<file path="src/rtl/core/glrw_pkg.sv">
`timescale 1ns / 1ps
`default_nettype none

package glrw_pkg;

  // Bits in one glyph row; the leftmost pixel is bit ROW_BITS-1.
  localparam int ROW_BITS = 16;
  // Pixels drawn per row are capped by the row length and by sixteen.
  localparam int PIX_MAX = (ROW_BITS < 16) ? ROW_BITS : 16;
  localparam int PIX_W = $clog2(PIX_MAX);
  localparam int GW_W = 5;

  typedef logic [ROW_BITS-1:0] row_t;
  typedef logic [PIX_W-1:0] pix_t;
  typedef logic [GW_W-1:0] gw_t;

  localparam gw_t GW_RESET = GW_W'(8);
  localparam gw_t PIX_MAX_GW = GW_W'(PIX_MAX);

  // Display register indexes.
  localparam logic [7:0] REG_Y = 8'h20;
  localparam logic [7:0] REG_X = 8'h21;
  localparam logic [7:0] REG_GRAM = 8'h22;

  // Access kinds.
  localparam logic KIND_REG = 1'b0;
  localparam logic KIND_GRAM = 1'b1;

  // Microcode step addresses.
  localparam logic [1:0] STEP_IDLE = 2'd0;
  localparam logic [1:0] STEP_X = 2'd1;
  localparam logic [1:0] STEP_Y = 2'd2;
  localparam logic [1:0] STEP_GRAM = 2'd3;

  // Value selects for an emitted access.
  localparam logic [1:0] SEL_X = 2'd0;
  localparam logic [1:0] SEL_Y = 2'd1;
  localparam logic [1:0] SEL_GRAM = 2'd2;

  // Jump conditions; when false the step counter simply increments.
  localparam logic [1:0] COND_NONE = 2'd0;
  localparam logic [1:0] COND_ZERO_WIDTH = 2'd1;
  localparam logic [1:0] COND_NOT_LAST = 2'd2;

  // One microcode word.
  typedef struct packed {
    logic       take_in;
    logic       emit;
    logic       adv;
    logic [1:0] sel;
    logic [1:0] cond;
    logic [1:0] target;
  } uword_t;

  // Strobes from the sequencer to the datapath.
  typedef struct packed {
    logic       load;
    logic       emit;
    logic       adv;
    logic [1:0] sel;
  } ctl_t;

  // Status from the datapath back to the sequencer.
  typedef struct packed {
    logic zero_width;
    logic last_pix;
    logic can_emit;
  } stat_t;

  // Control store. The last step falls through to the idle step when the
  // counter wraps, so the pixel loop costs three steps.
  function automatic uword_t ucode_rom(input logic [1:0] step);
    uword_t w;
    w = '0;
    unique case (step)
      STEP_IDLE: begin
        w.take_in = 1'b1;
        w.cond = COND_ZERO_WIDTH;
        w.target = STEP_IDLE;
      end
      STEP_X: begin
        w.emit = 1'b1;
        w.sel = SEL_X;
      end
      STEP_Y: begin
        w.emit = 1'b1;
        w.sel = SEL_Y;
      end
      STEP_GRAM: begin
        w.emit = 1'b1;
        w.adv = 1'b1;
        w.sel = SEL_GRAM;
        w.cond = COND_NOT_LAST;
        w.target = STEP_X;
      end
      default: w = '0;
    endcase
    return w;
  endfunction

endpackage

`default_nettype wire

</file>
<file path="src/rtl/core/glrw_useq.sv">
`timescale 1ns / 1ps
`default_nettype none

module glrw_useq (
  input  wire logic           clk,
  input  wire logic           rst_n,
  input  wire logic           in_valid,
  output logic                in_stall,
  input  wire glrw_pkg::stat_t stat,
  output glrw_pkg::ctl_t      ctl
);

  logic [1:0] step_r;
  logic [1:0] step_nxt;
  glrw_pkg::uword_t uw;
  logic go;
  logic jump;

  // Fetch the control word for the current step.
  assign uw = glrw_pkg::ucode_rom(step_r);

  // A step completes when its handshake side is free.
  always_comb begin
    if (uw.take_in) begin
      go = in_valid;
    end else if (uw.emit) begin
      go = stat.can_emit;
    end else begin
      go = 1'b1;
    end
  end

  // Evaluate the jump condition of this step.
  always_comb begin
    unique case (uw.cond)
      glrw_pkg::COND_ZERO_WIDTH: jump = stat.zero_width;
      glrw_pkg::COND_NOT_LAST:   jump = !stat.last_pix;
      default:                   jump = 1'b0;
    endcase
  end

  // Next step address.
  always_comb begin
    step_nxt = step_r;
    if (go) begin
      step_nxt = jump ? uw.target : step_r + 2'd1;
    end
  end

  always_ff @(posedge clk) begin
    if (!rst_n) begin
      step_r <= glrw_pkg::STEP_IDLE;
    end else begin
      step_r <= step_nxt;
    end
  end

  // Strobes to the datapath.
  assign in_stall = !uw.take_in;
  assign ctl.load = uw.take_in && go;
  assign ctl.emit = uw.emit && go;
  assign ctl.adv = uw.adv && go;
  assign ctl.sel = uw.sel;

endmodule

`default_nettype wire

</file>
<file path="src/rtl/core/glrw_dp.sv">
`timescale 1ns / 1ps
`default_nettype none

module glrw_dp (
  input  wire logic           clk,
  input  wire logic           rst_n,
  input  wire glrw_pkg::ctl_t ctl,
  output glrw_pkg::stat_t     stat,
  input  wire logic           cfg_we,
  input  wire logic [4:0]     cfg_wdata,
  input  wire logic [15:0]    in_glyph_row,
  input  wire logic [15:0]    in_origin_x,
  input  wire logic [15:0]    in_origin_y,
  input  wire logic [4:0]     in_row_index,
  input  wire logic [7:0]     in_fg_red,
  input  wire logic [7:0]     in_fg_green,
  input  wire logic [7:0]     in_fg_blue,
  output logic                out_valid,
  input  wire logic           out_stall,
  output logic                out_access_kind,
  output logic [7:0]          out_reg_addr,
  output logic [23:0]         out_access_value,
  output logic                out_last
);

  glrw_pkg::gw_t  glyph_width_r;
  glrw_pkg::gw_t  width_eff;
  glrw_pkg::row_t shreg_r;
  glrw_pkg::pix_t pix_r;
  glrw_pkg::pix_t wlast_r;
  logic [15:0]    x_r;
  logic [15:0]    y_r;
  logic [23:0]    color_r;
  logic           oval_r;
  logic           okind_r;
  logic [7:0]     oaddr_r;
  logic [23:0]    oval_data_r;
  logic           olast_r;
  logic           acc_kind;
  logic [7:0]     acc_addr;
  logic [23:0]    acc_value;
  logic           acc_last;

  // Width register.
  always_ff @(posedge clk) begin
    if (!rst_n) begin
      glyph_width_r <= glrw_pkg::GW_RESET;
    end else if (cfg_we) begin
      glyph_width_r <= cfg_wdata;
    end
  end

  // Saturate the width to the pixels a row can hold.
  assign width_eff = (glyph_width_r > glrw_pkg::PIX_MAX_GW) ? glrw_pkg::PIX_MAX_GW
                                                            : glyph_width_r;

  // Row state: loaded on accept, stepped one pixel per loop pass.
  always_ff @(posedge clk) begin
    if (ctl.load) begin
      shreg_r <= glrw_pkg::row_t'(in_glyph_row);
      x_r <= in_origin_x;
      y_r <= 16'(in_origin_y + 16'(in_row_index));
      color_r <= {in_fg_red, in_fg_green, in_fg_blue};
      pix_r <= '0;
      wlast_r <= glrw_pkg::pix_t'(width_eff - glrw_pkg::GW_W'(1));
    end else if (ctl.adv) begin
      shreg_r <= {shreg_r[glrw_pkg::ROW_BITS-2:0], 1'b0};
      x_r <= 16'(x_r + 16'd1);
      pix_r <= glrw_pkg::pix_t'(pix_r + glrw_pkg::PIX_W'(1));
    end
  end

  // Select the access for the current step.
  always_comb begin
    unique case (ctl.sel)
      glrw_pkg::SEL_X: begin
        acc_kind = glrw_pkg::KIND_REG;
        acc_addr = glrw_pkg::REG_X;
        acc_value = {8'h00, x_r};
      end
      glrw_pkg::SEL_Y: begin
        acc_kind = glrw_pkg::KIND_REG;
        acc_addr = glrw_pkg::REG_Y;
        acc_value = {8'h00, y_r};
      end
      default: begin
        acc_kind = glrw_pkg::KIND_GRAM;
        acc_addr = glrw_pkg::REG_GRAM;
        acc_value = shreg_r[glrw_pkg::ROW_BITS-1] ? color_r : 24'h000000;
      end
    endcase
  end

  assign acc_last = (ctl.sel == glrw_pkg::SEL_GRAM) && (pix_r == wlast_r);

  // Output register: refilled when empty or while its item is taken.
  always_ff @(posedge clk) begin
    if (!rst_n) begin
      oval_r <= 1'b0;
    end else if (ctl.emit) begin
      oval_r <= 1'b1;
    end else if (!out_stall) begin
      oval_r <= 1'b0;
    end
  end

  always_ff @(posedge clk) begin
    if (ctl.emit) begin
      okind_r <= acc_kind;
      oaddr_r <= acc_addr;
      oval_data_r <= acc_value;
      olast_r <= acc_last;
    end
  end

  assign out_valid = oval_r;
  assign out_access_kind = okind_r;
  assign out_reg_addr = oaddr_r;
  assign out_access_value = oval_data_r;
  assign out_last = olast_r;

  // Status for the sequencer.
  assign stat.zero_width = (glyph_width_r == '0);
  assign stat.last_pix = (pix_r == wlast_r);
  assign stat.can_emit = !oval_r || !out_stall;

endmodule

`default_nettype wire

</file>
<file path="src/rtl/core/glyph_row_to_lcd_pixel_writes.sv">
// The microcode sequencer takes a row in its idle step, then emits an X, Y and GRAM write for
// each drawn pixel; a zero width row stays in the idle step. It runs one step per cycle unless
// held, one access per emitting step, and each access is registered in the output register.
// Output stall holds the sequencer on its current emitting step while the output register is full.
// Reset (rst_n low at a clock edge) sets glyph_width to 8, the sequencer to its idle step
// and empties the output register.
`timescale 1ns / 1ps
`default_nettype none

module glyph_row_to_lcd_pixel_writes (
  input  wire logic        clk,
  input  wire logic        rst_n,
  input  wire logic        cfg_we,
  input  wire logic [4:0]  cfg_wdata,
  input  wire logic        in_valid,
  output logic             in_stall,
  input  wire logic [15:0] in_glyph_row,
  input  wire logic [15:0] in_origin_x,
  input  wire logic [15:0] in_origin_y,
  input  wire logic [4:0]  in_row_index,
  input  wire logic [7:0]  in_fg_red,
  input  wire logic [7:0]  in_fg_green,
  input  wire logic [7:0]  in_fg_blue,
  output logic             out_valid,
  input  wire logic        out_stall,
  output logic             out_access_kind,
  output logic [7:0]       out_reg_addr,
  output logic [23:0]      out_access_value,
  output logic             out_last
);

  glrw_pkg::ctl_t  ctl;
  glrw_pkg::stat_t stat;

  // Microcode sequencer.
  glrw_useq u_useq (
    .clk      (clk),
    .rst_n    (rst_n),
    .in_valid (in_valid),
    .in_stall (in_stall),
    .stat     (stat),
    .ctl      (ctl)
  );

  // Datapath and output register.
  glrw_dp u_dp (
    .clk              (clk),
    .rst_n            (rst_n),
    .ctl              (ctl),
    .stat             (stat),
    .cfg_we           (cfg_we),
    .cfg_wdata        (cfg_wdata),
    .in_glyph_row     (in_glyph_row),
    .in_origin_x      (in_origin_x),
    .in_origin_y      (in_origin_y),
    .in_row_index     (in_row_index),
    .in_fg_red        (in_fg_red),
    .in_fg_green      (in_fg_green),
    .in_fg_blue       (in_fg_blue),
    .out_valid        (out_valid),
    .out_stall        (out_stall),
    .out_access_kind  (out_access_kind),
    .out_reg_addr     (out_reg_addr),
    .out_access_value (out_access_value),
    .out_last         (out_last)
  );

  // A row with pixels to draw blocks the next item while it is worked.
  a_busy_after_accept: assert property (@(posedge clk) disable iff (!rst_n)
    (in_valid && !in_stall && !stat.zero_width) |=> in_stall)
    else $error("input taken while a row is still being drawn");

  // No access is generated in the step that takes an item.
  a_emit_not_idle: assert property (@(posedge clk) disable iff (!rst_n)
    ctl.emit |-> (in_stall && !ctl.load))
    else $error("access generated in the idle step");

  // The final access of a row is always the colour write.
  a_last_is_gram: assert property (@(posedge clk) disable iff (!rst_n)
    (out_valid && out_last) |-> (out_access_kind == glrw_pkg::KIND_GRAM &&
                                 out_reg_addr == glrw_pkg::REG_GRAM))
    else $error("last flag on a coordinate write");

endmodule

`default_nettype wire

</file>
<file path="config.mk">
export PLATFORM = sky130hd
export DESIGN_NAME = glyph_row_to_lcd_pixel_writes
export DESIGN_NICKNAME = d
export VERILOG_FILES = /design/src/rtl/core/glrw_pkg.sv /design/src/rtl/core/glrw_useq.sv /design/src/rtl/core/glrw_dp.sv /design/src/rtl/core/glyph_row_to_lcd_pixel_writes.sv
export SDC_FILE = /design/constraint.sdc
export NUM_CORES = 1
export LEC_CHECK = 0
export BUFFER_PORTS_ARGS = -buffer_cell sky130_fd_sc_hd__buf_4
export CAP_MARGIN = 20
export CORE_MARGIN = 8
export CORE_UTILIZATION = 31
export DETAILED_ROUTE_END_ITERATION = 7
export PLACE_DENSITY = 0.58
export SETUP_SLACK_MARGIN = 0.3
export SKIP_LAST_GASP = 1
export SLEW_MARGIN = 25
export SYNTH_ARGS = -nofsm -noshare
export SYNTH_HDL_FRONTEND = slang
export SYNTH_HIERARCHICAL = 1
export SYNTH_SLANG_ARGS = --single-unit
</file>
<file path="constraint.sdc">
create_clock -name clk -period 5.75 [get_ports clk]
set_input_delay 1.15 -clock clk [delete_from_list [all_inputs] [get_ports clk]]
set_output_delay 1.15 -clock clk [all_outputs]
set_load 0.01 [all_outputs]
</file>
==> flow_metrics.env <==
export IMPL_synth_area_top_cells="edfxtp_1 (58%), dfxtp_1 (4.5%), xor2_1 (4.5%), mux2i_1 (4.4%), mux2_2 (3.4%)"
export IMPL_grt_pass1_vias=3594
export IMPL_antenna_found_initial=0
export IMPL_worstReg2RegStart="u_useq/step_r[1]"
export IMPL_first_iter_violations=183
export IMPL_antenna_cells=0
export IMPL_whs_endpoint="u_dp/out_access_value[4]"
export IMPL_drc_errors=0
export IMPL_tightest_slew_ns=0.853
export IMPL_num_vias=3360
export IMPL_multi_input_area_um2=1810
export IMPL_yosysTopAreaCellShare_pct=58.5
export IMPL_ys_seq_area_share_pct=63.0
export IMPL_std_cell_rows=47
export IMPL_seqCellArea_um2=3330
export IMPL_timing_rr_end="u_dp/x_r[1]"
export IMPL_ctsRootBufferMaster="clkbuf_16"
export IMPL_dr_wl_met2_um=5450
export IMPL_fin_setup_tns_ns=0
export IMPL_grt_max_degree=72
export IMPL_final_cell_mix="buf_4 (120), edfxtp_1 (103), nand2_1 (41), o21ai_0 (32), xor2_1 (27)"
export IMPL_start_util_pct=31.8
export IMPL_die_area_um2=21500
export IMPL_combPwrFrac_pct=26.6
export IMPL_cts_max_path_buffers=2
export IMPL_fin_crit_ns=2.67
export IMPL_clkLatencyLatePin_ns=0.41
export IMPL_io_pins=123
export IMPL_cts_tree="yes"
export IMPL_timing_slew_headroom_pct=43.1
export IMPL_rrSetupSlack_ns=3.28
export IMPL_maxCapViolCount=0
export IMPL_post_cts_repair_setup_buffers=0
export IMPL_fin_skew_ns=0.00456
export IMPL_synthCells=397
export IMPL_dieWidth_um=147
export IMPL_core_area_um2=16600
export IMPL_holdPathStages=2
export IMPL_synth_cell_type_count=44
export IMPL_cts_made_buffers=17
export IMPL_synth_edf_count=103
export IMPL_rsz0062_at_grt="no"
export IMPL_htreeDepth=4
export IMPL_synth_async_reset_ratio_pct=0
export IMPL_p_sw_share_pct=30.0
export IMPL_routed_via_density=4.50
export IMPL_first_pass_iters=4
export IMPL_total_power_mw=3.43
export IMPL_crit_required_ns=5.90
export IMPL_grt_first_pass_wirelength_um=18900
export IMPL_cts_sinks=115
export IMPL_drtAntennaViolNets=0
export IMPL_avgSynthCellArea_um2=13.3
export IMPL_cts_resized=0
export IMPL_p_sw_mw=1.03
export IMPL_setup_viol=0
export IMPL_drv_slew=0
export IMPL_grt_total_usage_pct=11.3
export IMPL_final_common_cell="buf_4"
export IMPL_hpwl_um=8580
export IMPL_p_int_mw=2.40
export IMPL_routed_wl_um=11800
export IMPL_hold_viol=0
export IMPL_wl_per_cell_um=15.9
export IMPL_gp_congestion=0.777
export IMPL_yosysWarnings=6
export IMPL_ys_ff_latch=115
export IMPL_top_layer="met4"
export IMPL_r2r_cells=6
export IMPL_outcome="finished clean"
export IMPL_timing_final_crit_share_pct=46.5
export IMPL_ir_worst_vdd_uv=250
export IMPL_syn_cell_area_um2=5290
export IMPL_cp_arrival_ns=2.83
export IMPL_power_density_nw_per_um2=495
export IMPL_met1_length_um=5340
export IMPL_fmax_mhz=374
export IMPL_grt_overflow=0
export IMPL_min_from="u_dp/color_r[4]"
export IMPL_critPathKind="input pin to flop"
export IMPL_die_h_um=147
export IMPL_path_clk_slew_ns=0.05
export IMPL_synth_top_area_cell="edfxtp_1"
export IMPL_nets=615
export IMPL_drive_gt1_share_pct=32.8
export IMPL_hold_class="flop to flop"
export IMPL_clkPwrFrac_pct=30.4
export IMPL_cts_hold_fix_buffers=0
export IMPL_layout_filler_cells=1567
export IMPL_leakagePower_nw=2.67
export IMPL_area_growth_pct=31.0
export IMPL_met3WireLength_um=870
export IMPL_portBuffers=116
export IMPL_critPathLaunchType="input pin"
export IMPL_synth_flop_cell="edfxtp_1"
export IMPL_post_route_util_pct=41.6
export IMPL_crit_path_max_fanout=5
export IMPL_end_kind="flop"
export IMPL_pwr_share_seq_pct=43.0
[flip-flops by register name, indices dropped and copies added (netlist names)]
| name | flops |
|---|---|
| u_dp/color_r | 24 |
| u_dp/out_access_value | 24 |
| u_dp/shreg_r | 16 |
| u_dp/x_r | 16 |
| u_dp/y_r | 16 |
| u_dp/glyph_width_r | 5 |
| u_dp/pix_r | 4 |
| u_dp/wlast_r | 4 |
| u_useq/step_r | 2 |
| u_dp/out_access_kind | 1 |
| u_dp/out_last | 1 |
| u_dp/out_reg_addr | 1 |
| u_dp/out_valid | 1 |
[routing by layer]
metal | GRT usage, % | vias to the layer above
li1 | - | 1670
met2 | 18.0 | 112
met3 | 4.76 | 13
met5 | 0 | -
met4 | 4.64 | 0
met1 | 13.3 | 1565
[how the worst max path moves through the flow]
stage / slack (ns) / end / from
floorplan: 2.19 / u_dp/shreg_r[0] / in_valid
global placement: 2.69 / u_dp/y_r[12] / in_origin_y[0]
detailed placement: 2.64 / u_dp/y_r[12] / in_origin_y[0]
CTS: 3.09 / u_dp/y_r[12] / in_origin_y[0]
global route: 2.97 / u_dp/y_r[8] / in_origin_y[0]
finish: 3.08 / u_dp/y_r[12] / in_origin_y[0]
[critical path, stage by stage]
cell and delay [ns]:
buf_4 0.11, ha_1 0.21, fa_1 0.43, a211o_1 0.34, a21oi_1 0.33, nor3_1 0.10, xor2_1 0.15
[per-stage QoR]
stage | std cells | instance area [µm²] | worst slack, ns | hold slack, ns
floorplan | 401 | 5310 | 2.19 | 0.485
global placement | 715 | 6340 | 2.69 | 0.506
detailed placement | 715 | 6340 | 2.64 | 0.512
CTS | 747 | 6930 | 3.09 | 0.526
global route | 747 | 6930 | 2.97 | 0.544
finish | 747 | 6930 | 3.08 | 0.524
[power by group through the flow]
| stage | registers [mW] | logic (mW) | clock network (mW) |
|---|---|---|---|
| 2_1_floorplan | 1.49 | 0.554 | 0 |
| 3_3_place_gp | 1.48 | 0.916 | 0 |
| 3_5_place_dp | 1.49 | 0.936 | 0 |
| 4_1_cts | 1.48 | 0.940 | 1.07 |
| 5_1_grt | 1.51 | 1.02 | 1.11 |
| 6_report | 1.48 | 0.912 | 1.04 |
[synth_stat cells, types with 2 or more instances]
| library cell | count |
|---|---|
| edfxtp_1 | 103 |
| and2_1 | 4 |
| xnor2_1 | 8 |
| mux2i_1 | 23 |
| dfxtp_1 | 12 |
| nor2_1 | 10 |
| and3_1 | 13 |
| nand3_1 | 5 |
| nand2_1 | 41 |
| clkbuf_1 | 13 |
| conb_1 | 2 |
| o21ai_0 | 32 |
| buf_4 | 7 |
| xor2_1 | 27 |
| a21o_1 | 2 |
| nand4_1 | 7 |
| buf_6 | 2 |
| nand2b_1 | 6 |
| nor2b_1 | 7 |
| nor4b_1 | 2 |
| mux2_2 | 16 |
| nor3b_1 | 2 |
| buf_2 | 3 |
| nor3_1 | 4 |
| or3_1 | 2 |
| ha_1 | 13 |
| and4_1 | 4 |
| inv_1 | 6 |
| a21oi_1 | 6 |
[area by class of cell]
class	instances	area share [%]
Sequential cell	115	48.1
Multi-Input combinational cell	254	26.1
Timing Repair Buffer	120	13.0
Clock buffer	17	6.14
Tap cell	220	3.97
Clock inverter	15	2.38
Inverter	6	0.343
[cells by family after synthesis]
logic type,share of synthesized area (%)
flip-flops,63.0
multiplexers,7.76
AND/OR/NAND/NOR,11.3
buffers and inverters,3.19
other,0.142
XOR/XNOR,5.79
AO/OA/AOI/OAI,5.39
adder cells (fa/ha/maj),3.45
(Power assumes the default switching activity.)
